==> src/rtl/rmsn_pkg.sv <==
// Shared widths, constants and controller/datapath interface types for the RMS norm core.
package rmsn_pkg;

  localparam int SUM_W      = 44;  // square sum, Q22.22
  localparam int RMS_W      = 26;  // inverse rms, Q10.16
  localparam int EPS_W      = 30;  // epsilon, Q8.22
  localparam int M_W        = 45;  // mean square plus epsilon
  localparam int Q_W        = 57;  // dividend / quotient width of the divider
  localparam int W_W        = 16;  // weight, Q2.13
  localparam int Y_W        = 16;  // result, Q4.11
  localparam int SQRT_IDX_W = 5;   // bit index of the root search, 25 down to 0
  localparam int CFG_IDX_W  = 1;
  localparam int CFG_DATA_W = EPS_W;

  localparam logic [SUM_W-1:0]      SUM_MAX     = '1;
  localparam logic [RMS_W-1:0]      RMS_MAX     = '1;
  localparam logic [EPS_W-1:0]      EPS_RESET   = 30'd4;
  localparam logic [Q_W-1:0]        RECIP_NUM   = {1'b1, {(Q_W-1){1'b0}}};
  localparam logic [SQRT_IDX_W-1:0] SQRT_TOP    = 5'd25;
  localparam logic [W_W:0]          UNIT_WEIGHT = 17'd8192;

  localparam logic [CFG_IDX_W-1:0] CFG_EPSILON     = 1'b0;
  localparam logic [CFG_IDX_W-1:0] CFG_UNIT_OFFSET = 1'b1;

  // Commands from the controller to the datapath.
  typedef struct packed {
    logic load;         // latch input beat
    logic square;       // square the sample magnitude
    logic accum;        // add the square into the sum, count it
    logic mean_start;   // start sum/count, clear sum and count
    logic add_eps;      // form mean + epsilon
    logic recip_start;  // start 2^56/m, reset root search
    logic sqrt_step;    // one bit of the root search
    logic rms_load;     // store root as inverse rms
    logic rms_sat;      // store saturated inverse rms
    logic mult;         // sample magnitude times inverse rms
    logic scale;        // times weight magnitude, split in two halves
    logic emit;         // round, saturate, load output register
  } rmsn_cmd_t;

  // Status from the datapath to the controller.
  typedef struct packed {
    logic last;
    logic div_done;
    logic m_zero;
    logic sqrt_last;
    logic out_free;
  } rmsn_stat_t;

endpackage

==> src/rtl/rmsn_ctrl.sv <==
// Controller: sequences accumulate, reciprocal root and apply steps.
module rmsn_ctrl (
  input  logic                 clk,
  input  logic                 rst,
  input  logic                 in_valid,
  input  logic                 in_cmd,
  output logic                 in_ready,
  input  rmsn_pkg::rmsn_stat_t stat,
  output rmsn_pkg::rmsn_cmd_t  cmd
);
  import rmsn_pkg::*;

  typedef enum logic [3:0] {
    ST_IDLE,
    ST_SQUARE,
    ST_ACCUM,
    ST_MEAN,
    ST_MEAN_WAIT,
    ST_ADD_EPS,
    ST_RECIP,
    ST_RECIP_WAIT,
    ST_SQRT,
    ST_RMS_LOAD,
    ST_MULT,
    ST_SCALE,
    ST_EMIT
  } state_t;

  state_t state;

  always_ff @(posedge clk) begin
    if (rst) begin
      state <= ST_IDLE;
    end else begin
      case (state)
        ST_IDLE: begin
          if (in_valid) begin
            state <= in_cmd ? ST_MULT : ST_SQUARE;
          end
        end
        ST_SQUARE:    state <= ST_ACCUM;
        ST_ACCUM:     state <= stat.last ? ST_MEAN : ST_IDLE;
        ST_MEAN:      state <= ST_MEAN_WAIT;
        ST_MEAN_WAIT: begin
          if (stat.div_done) begin
            state <= ST_ADD_EPS;
          end
        end
        ST_ADD_EPS:   state <= ST_RECIP;
        ST_RECIP:     state <= stat.m_zero ? ST_IDLE : ST_RECIP_WAIT;
        ST_RECIP_WAIT: begin
          if (stat.div_done) begin
            state <= ST_SQRT;
          end
        end
        ST_SQRT: begin
          if (stat.sqrt_last) begin
            state <= ST_RMS_LOAD;
          end
        end
        ST_RMS_LOAD:  state <= ST_IDLE;
        ST_MULT:      state <= ST_SCALE;
        ST_SCALE:     state <= ST_EMIT;
        ST_EMIT: begin
          if (stat.out_free) begin
            state <= ST_IDLE;
          end
        end
        default:      state <= ST_IDLE;
      endcase
    end
  end

  assign in_ready = (state == ST_IDLE);

  always_comb begin
    cmd             = '0;
    cmd.load        = (state == ST_IDLE) && in_valid;
    cmd.square      = (state == ST_SQUARE);
    cmd.accum       = (state == ST_ACCUM);
    cmd.mean_start  = (state == ST_MEAN);
    cmd.add_eps     = (state == ST_ADD_EPS);
    cmd.recip_start = (state == ST_RECIP) && !stat.m_zero;
    cmd.rms_sat     = (state == ST_RECIP) && stat.m_zero;
    cmd.sqrt_step   = (state == ST_SQRT);
    cmd.rms_load    = (state == ST_RMS_LOAD);
    cmd.mult        = (state == ST_MULT);
    cmd.scale       = (state == ST_SCALE);
    cmd.emit        = (state == ST_EMIT) && stat.out_free;
  end

endmodule

==> config.mk <==
export PLATFORM = sky130hd
export DESIGN_NAME = rmsn_ctrl
export DESIGN_NICKNAME = d
export VERILOG_FILES = /design/src/rtl/rmsn_pkg.sv /design/src/rtl/rmsn_ctrl.sv
export SDC_FILE = /design/constraint.sdc
export NUM_CORES = 1
export LEC_CHECK = 0
export ABC_AREA = 1
export BUFFER_PORTS_ARGS = -buffer_cell sky130_fd_sc_hd__buf_4
export CAP_MARGIN = 5
export CORE_AREA = 3 3 40 42
export CTS_CLUSTER_SIZE = 30
export DETAILED_ROUTE_END_ITERATION = 10
export DIE_AREA = 0 0 43 45
export SLEW_MARGIN = 30
export SYNTH_ARGS = -nofsm -noshare
export SYNTH_HDL_FRONTEND = slang
export SYNTH_SLANG_ARGS = --single-unit
==> constraint.sdc <==
create_clock -name clk -period 1.55 [get_ports clk]
set_input_delay 0.155 -clock clk [delete_from_list [all_inputs] [get_ports clk]]
set_output_delay 0.155 -clock clk [all_outputs]
set_load 0.01 [all_outputs]
==> summary.md <==
| Metric | Value |
|---|---|
| Post-synthesis cell area | `about 450 um^2` |
| FP Rows | `13` |
| Antenna Cells | `0` |
| Endpoints failing hold | `0` |
| DRC Markers | `0` |
| Placement Cell Area | `624 um^2` |
| Avg Cell Area, Syn | `5.21 um^2` |
| Synth Register Bits | `4` |
| Tmin final | `1.40 ns` |
| NumNets Final | `121` |
| WL/cell | `9.57 um` |
| RSZ-0062 raised after global routing | `false` |
| CP peak stage delay | `0.39 ns` |
| Initial core utilization | `34.9%` |
| Full die area | `~1900 um^2` |
| Biggest register | `state` |
| Synth unique cells | `16` |
| Final worst-path cycle share | `90.5%` |
| Syn nets | `95` |
| DRT iter0 DRCs | `25` |
| Largest registers | `state x4` |
| Status | `finished, final reports clean` |
| Max-slew headroom | `83.3%` |
| Synth-to-layout area growth | `45.0%` |
| First-pass GRT wire length | `1970 um` |
| Maxcap violations | `0` |
| Vias | `about 580` |
| # setup viols final | `0` |
| CP arrival | `1.25 ns` |
| Core footprint | `roughly 1300 um^2` |
| Crit path max-delay family | `flip-flops` |
| Power Dens Cells | `1480 nW/um^2` |
| Main area contributors after synthesis | `dfxtp_1 18%, nand2_1 17%, inv_1 15%` |
| CTS H-tree depth | `1` |
| Synthesized instance count | `86` |
| Design Power | `0.964 mW` |
| Vias in the first global route | `507` |
| Worst skew pair latency | `approximately 0.23 ns` |
| Initial antenna violation count | `0` |
| Commonest non-fill, non-tap cell in the layout | `buf_4` |
| Tot GR Track Use | `13.5%` |
| Area leader, netlist | `dfxtp_1` |
| Post-synth top area share | `between 10% and 20%` |
| Lkg Pwr | `about 0.42 nW` |
| Max Fanout on Critical Path | `5` |
| Yosys synthesis warning count | `0` |
| GPL Wtd Cong | `~0.74` |
| Via-to-Cell Ratio | `4.60` |
| Setup Total Neg Slack | `0 ns` |
| Final instance area | `649 um^2` |
| Max Freq | `between 700 and 800 MHz` |
| Final Routed Wirelength | `~1200 um` |
| Die height | `45 um` |
| Root Driver | `clkbuf_4` |
| Die X | `43 um` |
| CP endpoint kind | `output pin` |
| Register-to-register setup slack | `approximately 0.20 ns` |
| Sequential fraction of the synthesis area | `17.9%` |
| Port-buffer cells | `21` |
| Antenna Nets Post-Route | `0` |
| Grt ovf | `0` |
| Cell breakdown of the critical path | `inv_2 > nor2_2 > inv_1 > nor3_1 > buf_4` |
| Pin count of the biggest net entering global routing | `7` |
| Peak VDD IR | `0.578 mV` |
| Startpoint Class | `flop` |
| Most frequent cells in the layout | `21 x buf_4, 20 x nand2_1, 18 x inv_1, 18 x nor2_1` |
| Slew Limit Fails | `0` |
| TritonCTS clock tree | `done` |
| Share of layout cells above drive strength 1 | `36.4%` |
| Highest-delay cell along the critical path | `dfxtp_2` |
| Post-CTS Setup Inserts | `0` |
| Clk_skew | `0.0000788 ns` |
| Hold Path Class | `in2reg` |
| Fin Hold WS | `0.109 ns` |
| WS Path Type | `reg2out` |
| Largest register FFs | `4` |
| CTS resizes | `0` |
| Worst slew pin tran | `0.248 ns` |
| Clock transition at the registers of the reported paths | `0.03 ns` |
| Drt first pass iters | `4` |
| Ports | `22` |
| # clock sinks | `4` |
| CTS buffer count | `3` |
| HPWL after DPL | `roughly 950 um` |
| WP buf/inv | `3` |
| CP required | `about 1.4 ns` |
| CTS Buffer Depth | `2` |
| Hold-fix buffers, CTS | `0` |
layout make-up:
type,instances,area [um^2]
Tap cell,15,18.8
Timing Repair Buffer,21,158
Inverter,23,86.3
Sequential cell,4,82.6
Fill cell,149,636
Clock buffer,3,22.5
Multi-Input combinational cell,59,282
final timing paths:
check	startpoint	end	cells after the start
max	state[3]	cmd[4]	5
max reg2reg	state[0]	state[1]	9
min reg2reg	state[2]	state[2]	2
min	rst	state[2]	2
report_power, final:
part / total [mW] / internal (mW) / switching, mW
sequential: 0.203 / 0.142 / 0.0607
combinational: 0.634 / 0.250 / 0.384
clock: 0.126 / 0.0864 / 0.0400
total: 0.964 / 0.479 / 0.485
per-layer routing:
layer  track usage [%]  wire length (um)
met1              15.3               492
met5                 0                 0
met2              23.4               585
met3              2.39                98
met4              8.43                19
cell usage after synthesis (all sizes together):
master	number
nor3	1
o2111ai	1
inv	23
nor2	24
o21ai	2
nand2	21
a21oi	2
dfxtp	4
nand3	6
nor4	2
through the flow:
stage / worst slack [ns] / instances / util (%)
final: 0.147 / 125 / 50.5
after global routing: 0.0189 / 125 / 50.5
after detailed placement: 0.213 / 122 / 48.6
after floorplan: 0.395 / 86 / -
after global placement: 0.199 / 122 / 48.6
after CTS: 0.0689 / 125 / 50.3
worst register-to-register path, stage by stage (launching register included):
cell,delay (ns)
dfxtp_1,0.35
nand2_1,0.15
inv_1,0.05
nand2_1,0.11
nand2_1,0.07
nand2_1,0.09
nand2_1,0.06
nor2_1,0.14
nand2_1,0.10
a21oi_1,0.14
cells by family after synthesis:
logic type             share of synthesized area, %
AO/OA/AOI/OAI                                  7.26
AND/OR/NAND/NOR                                55.6
buffers and inverters                          19.3
flip-flops                                     17.9
Power figures use the tool's default switching activity.
